`config.mk`:
```
export PLATFORM = sky130hd
export DESIGN_NAME = gssl_controller
export DESIGN_NICKNAME = d
export VERILOG_FILES = /design/src/rtl/core/gssl_pkg.sv /design/src/rtl/core/gssl_controller.sv
export SDC_FILE = /design/constraint.sdc
export NUM_CORES = 1
export LEC_CHECK = 0
export ABC_AREA = 1
export BUFFER_PORTS_ARGS = -buffer_cell sky130_fd_sc_hd__buf_2
export CORE_ASPECT_RATIO = 0.7
export CORE_MARGIN = 3
export CORE_UTILIZATION = 45
export DETAILED_ROUTE_END_ITERATION = 7
export PLACE_DENSITY_LB_ADDON = 0.2
export SLEW_MARGIN = 30
export SYNTH_ARGS = -nofsm -noshare
export SYNTH_HDL_FRONTEND = slang
export SYNTH_SLANG_ARGS = --single-unit
```
`constraint.sdc`:
```
create_clock -name clock -period 1.32 [get_ports clock]
set_clock_uncertainty 0.05 [all_clocks]
set_input_delay 0.264 -clock clock [delete_from_list [all_inputs] [get_ports clock]]
set_output_delay 0.264 -clock clock [all_outputs]
set_load 0.02 [all_outputs]
```
`src/rtl/core/gssl_pkg.sv`:
```
// gssl_pkg: shared types and constants of the greedy superstring length unit
// command and status groups between controller and datapath
// no dependencies
`default_nettype none

package gssl_pkg;

   // result field width and saturation limit
   localparam int unsigned RESULT_W = 11;
   localparam logic [RESULT_W-1:0] LEN_SAT = 11'h7FF;

   // datapath operations issued by the controller
   typedef enum logic [4:0] {
      OP_NONE,
      OP_LOAD,
      OP_ROUND_INIT,
      OP_SCAN,
      OP_PAIR_INIT,
      OP_LOAD_I,
      OP_LOAD_J,
      OP_CT_READ,
      OP_CT_NEXT_OFF,
      OP_CT_NEXT_C,
      OP_SP_INIT,
      OP_SP_READ,
      OP_SP_NEXT_K,
      OP_SP_NEXT_C,
      OP_TAKE_CT,
      OP_TAKE_SP,
      OP_TAKE_ZERO,
      OP_NEXT_J,
      OP_NEXT_I,
      OP_M_LOAD_I,
      OP_M_LOAD_J,
      OP_CP_READ,
      OP_CP_WRITE,
      OP_SET_LEN,
      OP_CLEAR_J,
      OP_EMIT
   } op_type;

   typedef struct packed {
      op_type op;
   } cmd_type;

   typedef struct packed {
      logic len_zero;
      logic j_eq_i;
      logic pruned;
      logic lj_le_li;
      logic chars_eq;
      logic off_end;
      logic ct_c_last;
      logic k_stop;
      logic best_none;
      logic sp_c_last;
      logic babs;
      logic copy_done;
      logic live_le1;
      logic s_last;
      logic i_last;
      logic j_last;
   } sts_type;

endpackage

`default_nettype wire

```
`src/rtl/core/gssl_controller.sv`:
```
// gssl_controller: sequencer for loading, pair search and merging
// depends on gssl_pkg
`default_nettype none

module gssl_controller
   import gssl_pkg::*;
(
   input  wire      clock,
   input  wire      reset,
   input  wire      start,
   input  wire      req_end_of_set,
   input  sts_type  sts,
   output cmd_type  cmd,
   output logic     busy,
   output logic     rsp_valid
);

   typedef enum logic [4:0] {
      ST_IDLE,
      ST_ROUND,
      ST_SCAN,
      ST_DECIDE,
      ST_PI,
      ST_PJ,
      ST_CT_RD,
      ST_CT_CMP,
      ST_SP_INIT,
      ST_SP_CHK,
      ST_SP_RD,
      ST_SP_CMP,
      ST_NEXT_J,
      ST_NEXT_I,
      ST_M_LI,
      ST_M_LJ,
      ST_CP_CHK,
      ST_CP_RD,
      ST_CP_WR,
      ST_SET_LEN,
      ST_CLEAR
   } state_type;

   state_type state_ff;
   logic      busy_ff;
   logic      rsp_valid_ff;

   // operation decode
   always_comb begin
      cmd.op = OP_NONE;
      unique case (state_ff)
         ST_IDLE:    cmd.op = start ? OP_LOAD : OP_NONE;
         ST_ROUND:   cmd.op = OP_ROUND_INIT;
         ST_SCAN:    cmd.op = OP_SCAN;
         ST_DECIDE:  cmd.op = sts.live_le1 ? OP_EMIT : OP_PAIR_INIT;
         ST_PI:      cmd.op = OP_LOAD_I;
         ST_PJ:      cmd.op = OP_LOAD_J;
         ST_CT_RD:   cmd.op = OP_CT_READ;
         ST_CT_CMP: begin
            if (!sts.chars_eq) begin
               cmd.op = sts.off_end ? OP_NONE : OP_CT_NEXT_OFF;
            end else begin
               cmd.op = sts.ct_c_last ? OP_TAKE_CT : OP_CT_NEXT_C;
            end
         end
         ST_SP_INIT: cmd.op = OP_SP_INIT;
         ST_SP_CHK:  cmd.op = (sts.k_stop && sts.best_none) ? OP_TAKE_ZERO : OP_NONE;
         ST_SP_RD:   cmd.op = OP_SP_READ;
         ST_SP_CMP: begin
            if (!sts.chars_eq) begin
               cmd.op = OP_SP_NEXT_K;
            end else begin
               cmd.op = sts.sp_c_last ? OP_TAKE_SP : OP_SP_NEXT_C;
            end
         end
         ST_NEXT_J:  cmd.op = sts.j_last ? OP_NONE : OP_NEXT_J;
         ST_NEXT_I:  cmd.op = sts.i_last ? OP_NONE : OP_NEXT_I;
         ST_M_LI:    cmd.op = OP_M_LOAD_I;
         ST_M_LJ:    cmd.op = OP_M_LOAD_J;
         ST_CP_CHK:  cmd.op = OP_NONE;
         ST_CP_RD:   cmd.op = OP_CP_READ;
         ST_CP_WR:   cmd.op = OP_CP_WRITE;
         ST_SET_LEN: cmd.op = OP_SET_LEN;
         ST_CLEAR:   cmd.op = OP_CLEAR_J;
         default:    cmd.op = OP_NONE;
      endcase
   end

   // state, busy and result strobe
   always_ff @(posedge clock) begin
      if (reset) begin
         state_ff     <= ST_IDLE;
         busy_ff      <= 1'b0;
         rsp_valid_ff <= 1'b0;
      end else begin
         rsp_valid_ff <= 1'b0;
         unique case (state_ff)
            ST_IDLE: begin
               if (start && req_end_of_set) begin
                  state_ff <= ST_ROUND;
                  busy_ff  <= 1'b1;
               end
            end
            ST_ROUND: state_ff <= ST_SCAN;
            ST_SCAN: begin
               if (sts.s_last) begin
                  state_ff <= ST_DECIDE;
               end
            end
            ST_DECIDE: begin
               if (sts.live_le1) begin
                  state_ff     <= ST_IDLE;
                  busy_ff      <= 1'b0;
                  rsp_valid_ff <= 1'b1;
               end else begin
                  state_ff <= ST_PI;
               end
            end
            ST_PI: state_ff <= sts.len_zero ? ST_NEXT_I : ST_PJ;
            ST_PJ: begin
               priority if (sts.j_eq_i || sts.len_zero || sts.pruned) begin
                  state_ff <= ST_NEXT_J;
               end else if (sts.lj_le_li) begin
                  state_ff <= ST_CT_RD;
               end else begin
                  state_ff <= ST_SP_INIT;
               end
            end
            ST_CT_RD: state_ff <= ST_CT_CMP;
            ST_CT_CMP: begin
               priority if (!sts.chars_eq && sts.off_end) begin
                  state_ff <= ST_SP_INIT;
               end else if (sts.chars_eq && sts.ct_c_last) begin
                  state_ff <= ST_NEXT_J;
               end else begin
                  state_ff <= ST_CT_RD;
               end
            end
            ST_SP_INIT: state_ff <= ST_SP_CHK;
            ST_SP_CHK:  state_ff <= sts.k_stop ? ST_NEXT_J : ST_SP_RD;
            ST_SP_RD:   state_ff <= ST_SP_CMP;
            ST_SP_CMP: begin
               priority if (!sts.chars_eq) begin
                  state_ff <= ST_SP_CHK;
               end else if (sts.sp_c_last) begin
                  state_ff <= ST_NEXT_J;
               end else begin
                  state_ff <= ST_SP_RD;
               end
            end
            ST_NEXT_J:  state_ff <= sts.j_last ? ST_NEXT_I : ST_PJ;
            ST_NEXT_I:  state_ff <= sts.i_last ? ST_M_LI : ST_PI;
            ST_M_LI:    state_ff <= sts.babs ? ST_CLEAR : ST_M_LJ;
            ST_M_LJ:    state_ff <= ST_CP_CHK;
            ST_CP_CHK:  state_ff <= sts.copy_done ? ST_SET_LEN : ST_CP_RD;
            ST_CP_RD:   state_ff <= ST_CP_WR;
            ST_CP_WR:   state_ff <= ST_CP_CHK;
            ST_SET_LEN: state_ff <= ST_CLEAR;
            ST_CLEAR:   state_ff <= ST_ROUND;
            default:    state_ff <= ST_IDLE;
         endcase
      end
   end

   assign busy      = busy_ff;
   assign rsp_valid = rsp_valid_ff;

   // busy is low exactly while loading
   a_busy_idle: assert property (@(posedge clock) disable iff (reset)
      busy_ff == (state_ff != ST_IDLE))
      else $error("busy disagrees with controller state");

   // closing a set always starts the merge
   a_set_starts: assert property (@(posedge clock) disable iff (reset)
      (state_ff == ST_IDLE && start && req_end_of_set) |=> (state_ff == ST_ROUND))
      else $error("end of set did not start merge");

   // a result beat comes only out of the round decision
   a_rsp_source: assert property (@(posedge clock) disable iff (reset)
      rsp_valid_ff |-> ($past(state_ff) == ST_DECIDE && state_ff == ST_IDLE))
      else $error("result beat without a finished merge");

endmodule

`default_nettype wire

```
==> reports/results.txt, run 1 <==
The maximum clock insertion buffer count is 2. Counting every sink on the clock net gives 7. By instance count, the leading cell after synthesis is sky130_fd_sc_hd__nand2_1. The floorplan step set the die height to 42.1 um. The number of buffers inserted during clock tree synthesis is 3. For this run, the register share of the synthesized area comes to 16.7%. The netlist uses 21 different library cells.

The final estimated routing congestion in global placement was 0.989. Clock tree synthesis selected as its root buffer the cell sky130_fd_sc_hd__clkbuf_4. Largest area contributor in the netlist: sky130_fd_sc_hd__dfxtp_1. The synthesized netlist occupies a cell area of 837 um2.

The run ended at global routing. In this run the core area contains 12 standard-cell rows. The number of top-level design ports came out at 27. Yosys printed 0 warnings. The post-synthesis sequential element count is 7, and the share of synthesized flip-flops with an asynchronous set or reset is 0%. The last worst endpoint in the global-route repair_timing is cmd[4].

Counting every net in the synthesized netlist gives 177. The first error in the log reads "[ERROR DPL-0038] Utilization greater than 100%, impossible to legalize". Among all flip-flop cells after synthesis, the most frequent one is sky130_fd_sc_hd__dfxtp_1. The classification of the worst endpoint is an output port. Including well taps, the total number of placed cells is 237. Fraction of post-synthesis cell area in the top cell type by area: 16.7%. The number of instances in the synthesized netlist came out at 157. Hold repair after CTS inserted 0 buffers. Number of buffers added on ports: 26.

Entering global routing, the biggest net connects 11 pins. The width of the die works out to 57.6 um. The initial core utilization is 50.2%.

For the H-tree depth, the log shows 1. After detailed placement, the total cell area comes to 1290 um2. The wire-length estimate of the detail-placed layout is 2.65 mm. In this run the mean area of a mapped cell was 5.33 um2. Sorting the synthesized cells by how often they occur yields 37 x sky130_fd_sc_hd__nand2_1, 27 x sky130_fd_sc_hd__nor2_1, 21 x sky130_fd_sc_hd__inv_1. Yosys mapped a number of flops with a built-in enable equal to 0. The flow did not finish. Prior to clock tree synthesis, the placed netlist has a worst setup slack of -0.314 ns. In the post-synthesis netlist, the biggest area contributors are sky130_fd_sc_hd__dfxtp_1 17%, sky130_fd_sc_hd__nand2_1 17%, sky130_fd_sc_hd__nor2_1 12%, sky130_fd_sc_hd__nand3_1 9.6%, sky130_fd_sc_hd__inv_1 9.4%.
stage by stage:
stage,utilization (%),TNS [ns]
3_3_place_gp,77.5,-2.04
4_1_cts,93.6,-2.95
3_5_place_dp,77.5,-2.30
2_1_floorplan,-,-0.344
kinds of logic after synthesis:
logic type             Yosys count  synth area share, %
AOI/OAI and AO/OA               18                 11.2
buffers and inverters           27                 14.2
DFF                              7                 16.7
and+or+nand+nor                105                 57.8
repair_timing:
item,CTS
pin swaps,15
buffers inserted,10
cloned,0
endpoints found under the setup margin,9
gates resized for setup,56
==> inputs of run 2 (changes only) <==
Settings changed: CORE_AREA from default to 3 3 64 66, CORE_ASPECT_RATIO 0.7 to default, CORE_MARGIN 3 to default, CORE_UTILIZATION 45 to default, DIE_AREA from default to 0 0 67 69, PLACE_DENSITY_LB_ADDON 0.2 to 0.15.
Clock period 1.32 ns to 1.7 ns, I/O delays scaled along.
==> run 2 against run 1 <==
Against the previous run: the flow now finishes, with violations (negative setup slack); area after synthesis stayed put; synthesized cell count stayed put.
==> reports/results.txt, run 2 <==
Summing the areas of all and, or, nand and nor instances in the mapped netlist gives 57.8% of the synthesized area. In the post-synthesis netlist, the biggest area contributors are sky130_fd_sc_hd__dfxtp_1 17%, sky130_fd_sc_hd__nand2_1 17%, sky130_fd_sc_hd__nor2_1 12%, sky130_fd_sc_hd__nand3_1 9.6%, sky130_fd_sc_hd__inv_1 9.4%. The worst hold endpoint was state_ff[2].

For this design the ratio of total power to cell area is 1030 nW/um2. The tools report the number of iterations in the first detailed-routing pass as 4. In this run, synthesis produced a sequential element count of 7.

For the pin with the worst max-slew slack, the measured transition is 0.218 ns. For this design the top-level I/O count stands at 27. In this run the worst setup path begins at state_ff[2]. Kind of launch point of the worst setup path: a flip-flop.

In the layout the commonest cells are 33 x sky130_fd_sc_hd__nand2_1, 33 x sky130_fd_sc_hd__buf_4, 22 x sky130_fd_sc_hd__buf_2, 19 x sky130_fd_sc_hd__inv_1, 19 x sky130_fd_sc_hd__nor2_1. In the final design database the tool counted 239 nets. The cell seen most often among critical-path stages is sky130_fd_sc_hd__nand2_1.

Width of the die: 67 um. The worst hold path was traced through 2 stages. Once placement completed, the tool counted placed cells totaling 262.

The maximum operating frequency was 534 MHz; the static leakage was 0.783 nW. The count of distinct cell types in the synthesized netlist was 21; the ratio of routed vias to standard cells was 4.60. Max-cap violations in this run came to 0. Measured along the y axis, the die boundary spans 69 um.

Yosys printed 0 warnings. The average wire per standard cell is 12.9 um. After synthesis, the share of cell area in mux cells is 0%. Setup repair after global routing could not meet its margin everywhere.

The initialized floorplan defines 22 standard-cell rows. For the worst setup path, the data required time is 1.31 ns. The type of the worst setup path is flip-flop to output pin. The HPWL after detailed placement was 2.76 mm.

The hold violation count in the final report was 0; the insertion delay of the later-clocked pin in the worst-skew pair was 0.24 ns. The total via count after detailed routing came out at 1223. The post-synthesis share of cell area spent on full adders, half adders and majority gates is 0%. After Yosys synthesis, XOR and XNOR cells account for 0% of the synthesized area. The number of slew-limit violations in the final report was 0.

The run finished, with violations left. Total length of routed wires: 3.42 mm. Compared with the post-synthesis result, the final layout area differs by 74.6%. Pin count of the biggest net entering global routing: 10.

For this design, the sink count on the clock tree is 7. After layout, the worst path uses 110% of the clock period. Once detail routing completed, the nets flagged for antenna violations numbered 0.

The logs give 1233 for the number of global-route vias before repair and 0 for the initial antenna violation count. The final reports fail on negative setup slack. The standard cell core area was 3630 um2; the share of synthesized flip-flops with an asynchronous set or reset was 0%. Once layout is complete, the utilization of the core stands at 40.2%. Of the cells placed in the final design, the portion with a size suffix greater than 1 is 47.2%. The clock-pin transition on the worst setup and hold timing paths came out at 0.05 ns. Data on the critical path arrives at its endpoint at 1.48 ns. The repair_antennas step left the layout with diodes totalling 0. TritonCTS built the clock tree. By area, the combinational part of the netlist is dominated by simple AND/OR/NAND/NOR gates. The per-instance average area after synthesis came out at 5.33 um2.

In this run the cell area of the synthesized design comes to 837 um2. The clock root buffer is sky130_fd_sc_hd__clkbuf_8. The cell count after synthesis came out at 157. Counting cells, the worst reg-to-reg path comes to 9. On the critical path, the stage with the largest delay is an instance of sky130_fd_sc_hd__dfxtp_4.

The flip-flop cell with the highest count after synthesis was sky130_fd_sc_hd__dfxtp_1. Traced cell by cell, the critical path runs through inv_2 > nand2_1 > nor2_4 > o21ai_2 > nand2_1 > nor3b_2 > nand3_1 > buf_4. The worst path needs 1.87 ns of the cycle, external delays included.

The highest net fanout along the worst path was 5; the fraction of the mapped netlist area in compound gates was 11.2%. The number of flops mapped to enable cells by yosys works out to 0. Headroom to the max-slew limit came out at 85.4%. The global route total overflow was 0. After clock tree synthesis, the flow added hold-fix buffers numbering 0. The run gives 1 as the H-tree depth. The worst setup path is captured at an output pin. Counting instances in the post-synthesis netlist gives the leading cell types as 37 x sky130_fd_sc_hd__nand2_1, 27 x sky130_fd_sc_hd__nor2_1, 21 x sky130_fd_sc_hd__inv_1. The net count after synthesis is 177, and the post-route non-filler standard cell count is 266.

Once the clock tree was built, the setup fixing pass inserted 0 buffers. The tools report the final estimated routing congestion in global placement as 0.941. The tools report the reg-to-reg startpoint as state_ff[0].

Register name with the most flops: state_ff. The worst hold path belongs to the class input port to flip-flop. The die covers 4620 um2. The tools report the reg-to-reg critical path endpoint as state_ff[2]. IR analysis of the VDD net gives a maximum drop of 0.000293 V. The tools report the source of the worst hold timing path as reset. The logs give 0.23 ns for the worst reg-to-reg setup slack and 16.4% for the all-layer global routing usage. Dominant cell by count in the synthesized netlist: sky130_fd_sc_hd__nand2_1. The highest cell delay on the worst timing path was 0.39 ns.

Counting along the longest clock path gives a buffer depth of 2. Final worst-path setup slack: -0.172 ns. The largest total area in the synthesized netlist belongs to sky130_fd_sc_hd__dfxtp_1. Once the floorplan was initialized, standard cells occupied 23.0% of the core.

Setup violations remaining at the end of the flow were counted as 5. The tools report the wire length of the first global-routing pass as 5.75 mm. Summing the sequential cell areas from Yosys gives 16.7% of the chip area. The number of buffers inserted during clock tree synthesis is 3. The iteration-0 DRC count of the detailed router was 64; the number of buffers added on ports was 26. Fraction of post-synthesis cell area in the top cell type by area: 16.7%. Flip-flop count of the largest register after layout: 5.

In the routed design, unresolved DRC markers number 0.
run 2: cell counts after synthesis:
Identical to the previous run, type by type.
run 2: final cells by class:
class                   instances  area [um2]
repair buffers                 59         403
inverters                      25        96.3
multi-input cells             123         698
well taps                      48        60.1
flip-flops and latches          7         159
fillers                       394        2170
clock buffers                   4        45.0
run 2: cell families (layout without fill, tap and decap cells):
kind of cell    count (synthesis)  count (layout)
simple gates                  105             105
buf+inv                        27              88
compound gates                 18              18
flops                           7               7
run 2: how the worst max path moves through the flow:
stage,endpoint,slack (ns)
CTS,cmd[0],-0.14
finish,cmd[4],-0.17
detailed placement,cmd[1],-0.10
floorplan,cmd[0],0.13
global route,cmd[4],-0.25
global placement,cmd[1],-0.14
run 2: per-stage QoR:
stage	worst slack [ns]	hold WS [ns]	cell area (um2)	power (mW)	setup TNS, ns
final	-0.172	0.335	1460	1.51	-0.699
after global routing	-0.248	0.360	1460	1.63	-1.12
after CTS	-0.139	0.343	1420	1.45	-0.628
after detailed placement	-0.101	0.488	1250	1.10	-0.310
after global placement	-0.142	0.462	1250	1.11	-0.530
after floorplan	0.127	0.359	837	0.728	0
run 2: critical path: cells and delay by family, from the launching register on:
kind / cells / cell delay (ns)
and+or+nand+nor: 5 / 0.56
DFF: 1 / 0.39
buffers and inverters: 2 / 0.23
AOI/OAI and AO/OA: 1 / 0.07
run 2: metal layers:
metal | GRT usage [%] | wire length (um)
met1 | 21.3 | 1500
met2 | 26.0 | 1600
met3 | 3.09 | 206
met4 | 6.53 | 116
met5 | 0 | 0
run 2: where the power goes:
| group | switching, mW | internal (mW) |
|---|---|---|
| Clock | 0.0881 | 0.164 |
| Combinational | 0.521 | 0.448 |
| Sequential | 0.0759 | 0.212 |
run 2: timing repair:
| item | CTS | global route |
|---|---|---|
| resized for setup | 45 | 11 |
| endpoints found under the setup margin | 5 | 5 |
| pin swaps | 7 | 0 |
Note: power is estimated with default switching activity, not from simulation.
==> inputs of run 3 (changes only) <==
Settings changed: CORE_AREA 3 3 64 66 to 2 2 63 65, DIE_AREA 0 0 67 69 to 0 0 65 67, SLEW_MARGIN 30 to default.
==> run 3 against run 2 <==
Against the previous run: the flow still finishes with violations (negative setup slack); sequential power down 3%; die area shrank 5.8%; sequential share of layout area is essentially flat; final cell count up 0.75%; non-clock buffer count is 2 higher; via count increased by 3.3%.
==> reports/results.txt, run 3 (synthesis results as in run 2) <==
The run finished, with violations left. The final reports fail on negative setup slack. The type of the worst setup path was flip-flop to output pin. The tools report the pin count of the biggest net entering global routing as 10. On the worst path, the slowest cell contributes a delay of 0.39 ns. For this design the top-level I/O count stands at 27. The tree is rooted in a sky130_fd_sc_hd__clkbuf_8. The internal power of the cells totals 0.844 mW.

The cell seen most often among critical-path stages was sky130_fd_sc_hd__nand2_1. For the hold violation count in the final report, the log shows 0. The transition time at the pin with the least slew margin is 0.209 ns. The tools report the H-tree depth as 1.

The final worst-path setup slack came out at -0.168 ns. In this run the tool buffered the top-level ports with 26 buffer cells. The number of nets in the layout came out at 241. In this run the critical register-to-register path is launched from state_ff[0]. Clock tree synthesis inserted a total of 3 buffers.

Per report_power, the sequential group accounts for 18.1% of the total. The most critical setup path has its startpoint at state_ff[2]. The ratio of routed vias to standard cells was 4.71; the standard cell core area was 3610 um2. The count of endpoints failing setup in the final report was 5; the clock share of power was 16.8%. Grouping stages by cell kind, the critical path spends the most delay in simple AND/OR/NAND/NOR gates. Most frequent standard cell in the layout excluding fill and tap cells: sky130_fd_sc_hd__buf_4. Along the worst path, the maximum fanout reaches 5.

Routed length on met3: 188 um. In the layout the commonest cells are 36 x sky130_fd_sc_hd__buf_4, 31 x sky130_fd_sc_hd__nand2_1, 21 x sky130_fd_sc_hd__nor2_1, 21 x sky130_fd_sc_hd__buf_2, 19 x sky130_fd_sc_hd__inv_1. The worst setup path is captured at an output pin. The worst setup path is launched from a flip-flop. Derived from the worst setup path, the maximum achievable clock frequency is 535 MHz.

The number of global-route vias before repair is 1215. Setup repair after global routing could not meet its margin everywhere. The detailed router used layers up to and including met4. In this run the power spent charging and discharging nets is 0.695 mW. Counting along the longest clock path gives a buffer depth of 2. Headroom to the max-slew limit came out at 85.9%. The count of clock tree sinks is 7, and the number of buffers and inverters on the critical path is 2.

The die height works out to 67 um. The first detailed-routing pass ran for 4 iterations. The met2 wire length came out at 1.58 mm. The tools report the post-route non-filler standard cell count as 268.

The floorplan has 22 rows. The first global-routing pass estimated 5.68 mm of wire. The congestion estimate from routability-driven global placement came to 0.889.

Compared with the post-synthesis result, the final layout area differs by 74.0%. For the final routed database, the setup TNS stands at -0.771 ns. The largest voltage drop on the vdd net was 0.000343 V. All-layer global routing usage: 17.4%. Width of the die: 65 um. The logs give 1.31 ns for the required time at the endpoint of the critical path and 3.38 mm for the total length of routed wires.

For this design the ratio of total power to cell area is 1060 nW/um2. The number of placed instances, taps included, is 262. The repair_antennas step left the layout with diodes totalling 0.

The critical path goes through nor2_4 > buf_4 > nand3_1 > nand2_1 > nor3_2 > nand2_1 > buf_6. The initial antenna violation count came out at 0. Counting I/O delays and the setup requirement, the final critical path takes 1.87 ns.

In this run, the number of DRC markers left after iteration 0 of detailed routing was 54. The number of slew-limit violations in the final report was 0; the HPWL after detailed placement was 2.68 mm. The slowest library cell on the worst path is sky130_fd_sc_hd__dfxtp_4.

The flip-flop count of the largest register after layout is 5, and the proportion of total power due to net switching is 45.1%. The min-delay analysis places its worst path in the category input port to flip-flop. TritonCTS built the clock tree. The source of the worst hold timing path is reset. The final cycle utilization of the critical path works out to 110%.

Of the cells placed in the final design, the portion with a size suffix greater than 1 is 46.8%. The detailed router put a total of 1.49 mm of wire on met1. The total die area is 4360 um2, and the initial core utilization is 23.2%. state_ff holds more flip-flops than any other register. The tools report the number of max-capacitance violations reported as 0.

The remaining antenna violation count came out at 0. The critical path arrival is 1.48 ns, and the static leakage is 0.772 nW. In the routed design, unresolved DRC markers number 0. The tools report the insertion delay of the later-clocked pin in the worst-skew pair as 0.24 ns.

After detailed routing, the average wire length per cell comes to 12.6 um. The share of total power dissipated in combinational logic is 65.1%. After global routing the overflow that remains totals 0. After clock tree synthesis, the clock-pin slew on the worst setup and hold paths is 0.05 ns. The total via count after detailed routing is 1263.
## run 3: power groups by stage
stage | Sequential (mW) | Clock [mW] | Combinational [mW]
after detailed placement | 0.250 | 0 | 0.854
after global routing | 0.286 | 0.265 | 1.11
after floorplan | 0.234 | 0 | 0.494
after global placement | 0.246 | 0 | 0.857
final | 0.279 | 0.259 | 1.00
after CTS | 0.276 | 0.257 | 0.971
## run 3: metal layers
layer  vias up  track usage (%)
li1        636                -
met3        14             3.38
met2        52             29.6
met4         0             8.24
met1       561             21.0
met5         -                0
## run 3: stage by stage
step                util, %  instance area (um2)  setup WS (ns)  hold slack, ns  power (mW)
floorplan                 -                  837          0.127           0.359       0.728
global placement       34.7                 1250         -0.153           0.462        1.10
detailed placement     34.7                 1250         -0.107           0.470        1.10
CTS                    39.9                 1440         -0.138           0.330        1.50
global route           40.4                 1460         -0.234           0.353        1.66
finish                 40.4                 1460         -0.168           0.321        1.54
## run 3: final cells by class
cell class	instances	area, um2
multi-input cells	123	676
flip-flops and latches	7	159
clock buffers	4	45.0
well taps	48	60.1
repair buffers	61	420
fillers	409	2150
inverters	25	96.3
## run 3: worst paths after layout
kind	end	slack (ns)	cells past startpoint
max	cmd[1]	-0.17	7
min	state_ff[3]	0.32	2
max reg2reg	state_ff[2]	0.18	9
min reg2reg	busy	0.46	2
## run 3: worst reg2reg max path, cell delays in order (launching register included)
cell and delay, ns:
sky130_fd_sc_hd__dfxtp_4 0.39, sky130_fd_sc_hd__inv_1 0.08, sky130_fd_sc_hd__nor2_1 0.13, sky130_fd_sc_hd__nand2_1 0.14, sky130_fd_sc_hd__buf_4 0.16, sky130_fd_sc_hd__nor2_1 0.18, sky130_fd_sc_hd__o21ai_1 0.10, sky130_fd_sc_hd__nand2_1 0.06
sky130_fd_sc_hd__nor2_1 0.04, sky130_fd_sc_hd__a21oi_1 0.11
## run 3: timing repair
item | 4_1_cts | 5_1_grt
buffers inserted | 1 | 1
hold buffers | 0 | 0
gates resized for setup | 49 | 3
setup endpoints to repair | 5 | 5
pin swaps | 8 | 4
==> inputs of run 4 (changes only) <==
Settings changed: MAX_ROUTING_LAYER from default to met4.
==> run 4 against run 3 <==
Against the previous run: the run still ends with negative setup slack left; critical path type unchanged; register-to-register slack about the same; worst hold slack better by 0.0015 ns; fmax barely moved; design area unchanged; largest cell class unchanged; total power barely moved.
==> reports/results.txt, run 4 (synthesis results as in run 2) <==
The run finished, with violations left. The checks that failed: negative setup slack. Traced cell by cell, the critical path runs through nor2_4 > buf_4 > nand3_1 > nand2_1 > nor3_2 > nand2_1 > buf_6. In the routed design, unresolved DRC markers number 0. The fill cell total of the finished layout is 409. The tools report the number of cell rows as 22.

In the layout the commonest cells are 36 x sky130_fd_sc_hd__buf_4, 31 x sky130_fd_sc_hd__nand2_1, 21 x sky130_fd_sc_hd__nor2_1, 21 x sky130_fd_sc_hd__buf_2, 19 x sky130_fd_sc_hd__inv_1. The die height was 67 um; the cell total after placement was 262. The routed design has 3.41 mm of wire.

STA classifies the critical path startpoint as a flip-flop. Sequential cells burn 18.1% of the power. The tools report the count of clock tree sinks as 7. The post-route minimum period is 1.87 ns. The clock network accounts for 16.7% of the total power.

The cell seen most often among critical-path stages is sky130_fd_sc_hd__nand2_1. TritonCTS built the clock tree. For this configuration, the core starts out at a cell density of 23.2%.

During I/O placement, the number of pins put on the boundary was 27. The number of buffers added on ports was 26. The run gives 3610 um2 as the standard cell core area.

Counting along the longest clock path gives a buffer depth of 2. Derived from the worst setup path, the maximum achievable clock frequency is 535 MHz. The H-tree depth was 1.

The post-route netlist has 46.8% of its cells at a drive strength greater than 1. The power per cell area is 1060 nW/um2, and the relative slew slack is 85.9%. The layout overhead on the synthesized area came out at 74.0%. The hold violation count in the final report was 0. Data arrives at the worst endpoint at 1.48 ns.

The tools report the insertion delay of the later-clocked pin in the worst-skew pair as 0.24 ns. For the pin with the worst max-slew slack, the measured transition is 0.209 ns. Iteration-0 DRC count of the detailed router: 53. The worst setup path is of the flip-flop to output pin kind. The number of slew-limit violations in the final report was 0. The tools report the number of nets in the layout as 241.

After detailed routing, the average wire length per cell comes to 12.7 um. Setup repair after global routing could not meet its margin everywhere. Combinational cells account for 65.2% of the total power. The number of global-route vias before repair was 1218; the wire length of the first global-routing pass was 5.68 mm. At the end of routability-driven placement, the weighted congestion stood at 0.904. The highest net fanout along the worst path was 5; the net switching power of the design was 0.696 mW. Across the run, the number of max-cap violations was 0. The largest voltage drop on the vdd net came out at 0.000343 V. The run gives -0.169 ns as the final worst-path setup slack.

Setup violations remaining at the end of the flow were counted as 5. Register name with the most flops: state_ff. The clock-pin transition on the worst setup and hold timing paths works out to 0.05 ns. Once detail routing completed, the nets flagged for antenna violations numbered 0. The detailed router placed 1269 vias in this run. The register with the most flip-flops in the layout has 5 of them.

Internal power comes to 0.844 mW. From left edge to right edge, the die measures 65 um. The die covers 4360 um2.

Global routing finished with a remaining overflow of 0. The slowest library cell on the worst path was sky130_fd_sc_hd__dfxtp_4. The static leakage was 0.772 nW. The post-route non-filler standard cell count was 268; the highest cell delay on the worst timing path was 0.39 ns. The required time at the endpoint of the critical path is 1.31 ns.

The initial antenna violation count is 0. Across all hold checks on the routed design, the worst slack comes to 0.323 ns. On the critical path the largest part of the delay comes from simple AND/OR/NAND/NOR gates.

After detailed routing, the number of vias per cell comes to 4.74. Entering global routing, the biggest net connects 10 pins. Class of the tightest hold or removal check: input port to flip-flop.

The clock root buffer was sky130_fd_sc_hd__clkbuf_8. TritonCTS created 3 clock buffers. The library cell used most frequently in the layout, excluding fill and tap cells, is sky130_fd_sc_hd__buf_4. Cells fill 40.4% of the core in the end. Detailed placement finished with a half-perimeter wire length of 2.68 mm. Sort of element at the end of the critical path: an output pin. The all-layer global routing usage is 17.9%, and the proportion of total power due to net switching is 45.2%. The final critical path takes up 110% of the cycle. The number of buffers and inverters on the critical path was 2; the number of antenna repair diodes was 0.

Before antenna repair, the detailed router went through 5 iterations.
run 4: cell counts in the layout (fill, tap and decap cells not counted):
Identical to the previous run, type by type.
run 4: layout make-up:
class	instances	area, um2	area share [%]
clock buffer	4	45.0	3.09
timing repair buffer	61	420	28.9
sequential	7	159	10.9
tap	48	60.1	4.12
inverter	25	96.3	6.62
multi-input combinational	123	676	46.4
run 4: per-layer routing:
metal,wire length [um],track usage (%),vias to the layer above
met5,0,-,-
met4,114,8.24,0
met3,208,3.38,13
met2,1590,29.6,53
met1,1490,21.0,568
li1,-,-,635
run 4: per-stage QoR:
step | setup slack, ns | area [um2] | power [mW] | TNS (ns)
global route | -0.234 | 1460 | 1.66 | -1.06
CTS | -0.138 | 1440 | 1.50 | -0.632
floorplan | 0.127 | 837 | 0.728 | 0
global placement | -0.153 | 1250 | 1.10 | -0.482
detailed placement | -0.107 | 1250 | 1.10 | -0.349
finish | -0.169 | 1460 | 1.54 | -0.774
run 4: final timing paths:
path / startpoint / end / slack, ns / cells after the start
max: state_ff[2] / cmd[1] / -0.17 / 7
min: reset / state_ff[3] / 0.32 / 2
max reg2reg: state_ff[0] / state_ff[2] / 0.18 / 9
min reg2reg: busy / busy / 0.46 / 2
run 4: power groups by stage:
stage | logic, mW | clock network [mW] | registers [mW]
2_1_floorplan | 0.494 | 0 | 0.234
3_3_place_gp | 0.857 | 0 | 0.246
3_5_place_dp | 0.854 | 0 | 0.250
4_1_cts | 0.971 | 0.257 | 0.276
5_1_grt | 1.11 | 0.265 | 0.286
6_report | 1.00 | 0.258 | 0.278
run 4: what timing repair did:
action | CTS | global route
resized for setup | 49 | 3
buffers inserted | 1 | 1
hold buffers | 0 | 0
setup endpoints to repair | 5 | 5
pin swaps | 8 | 4
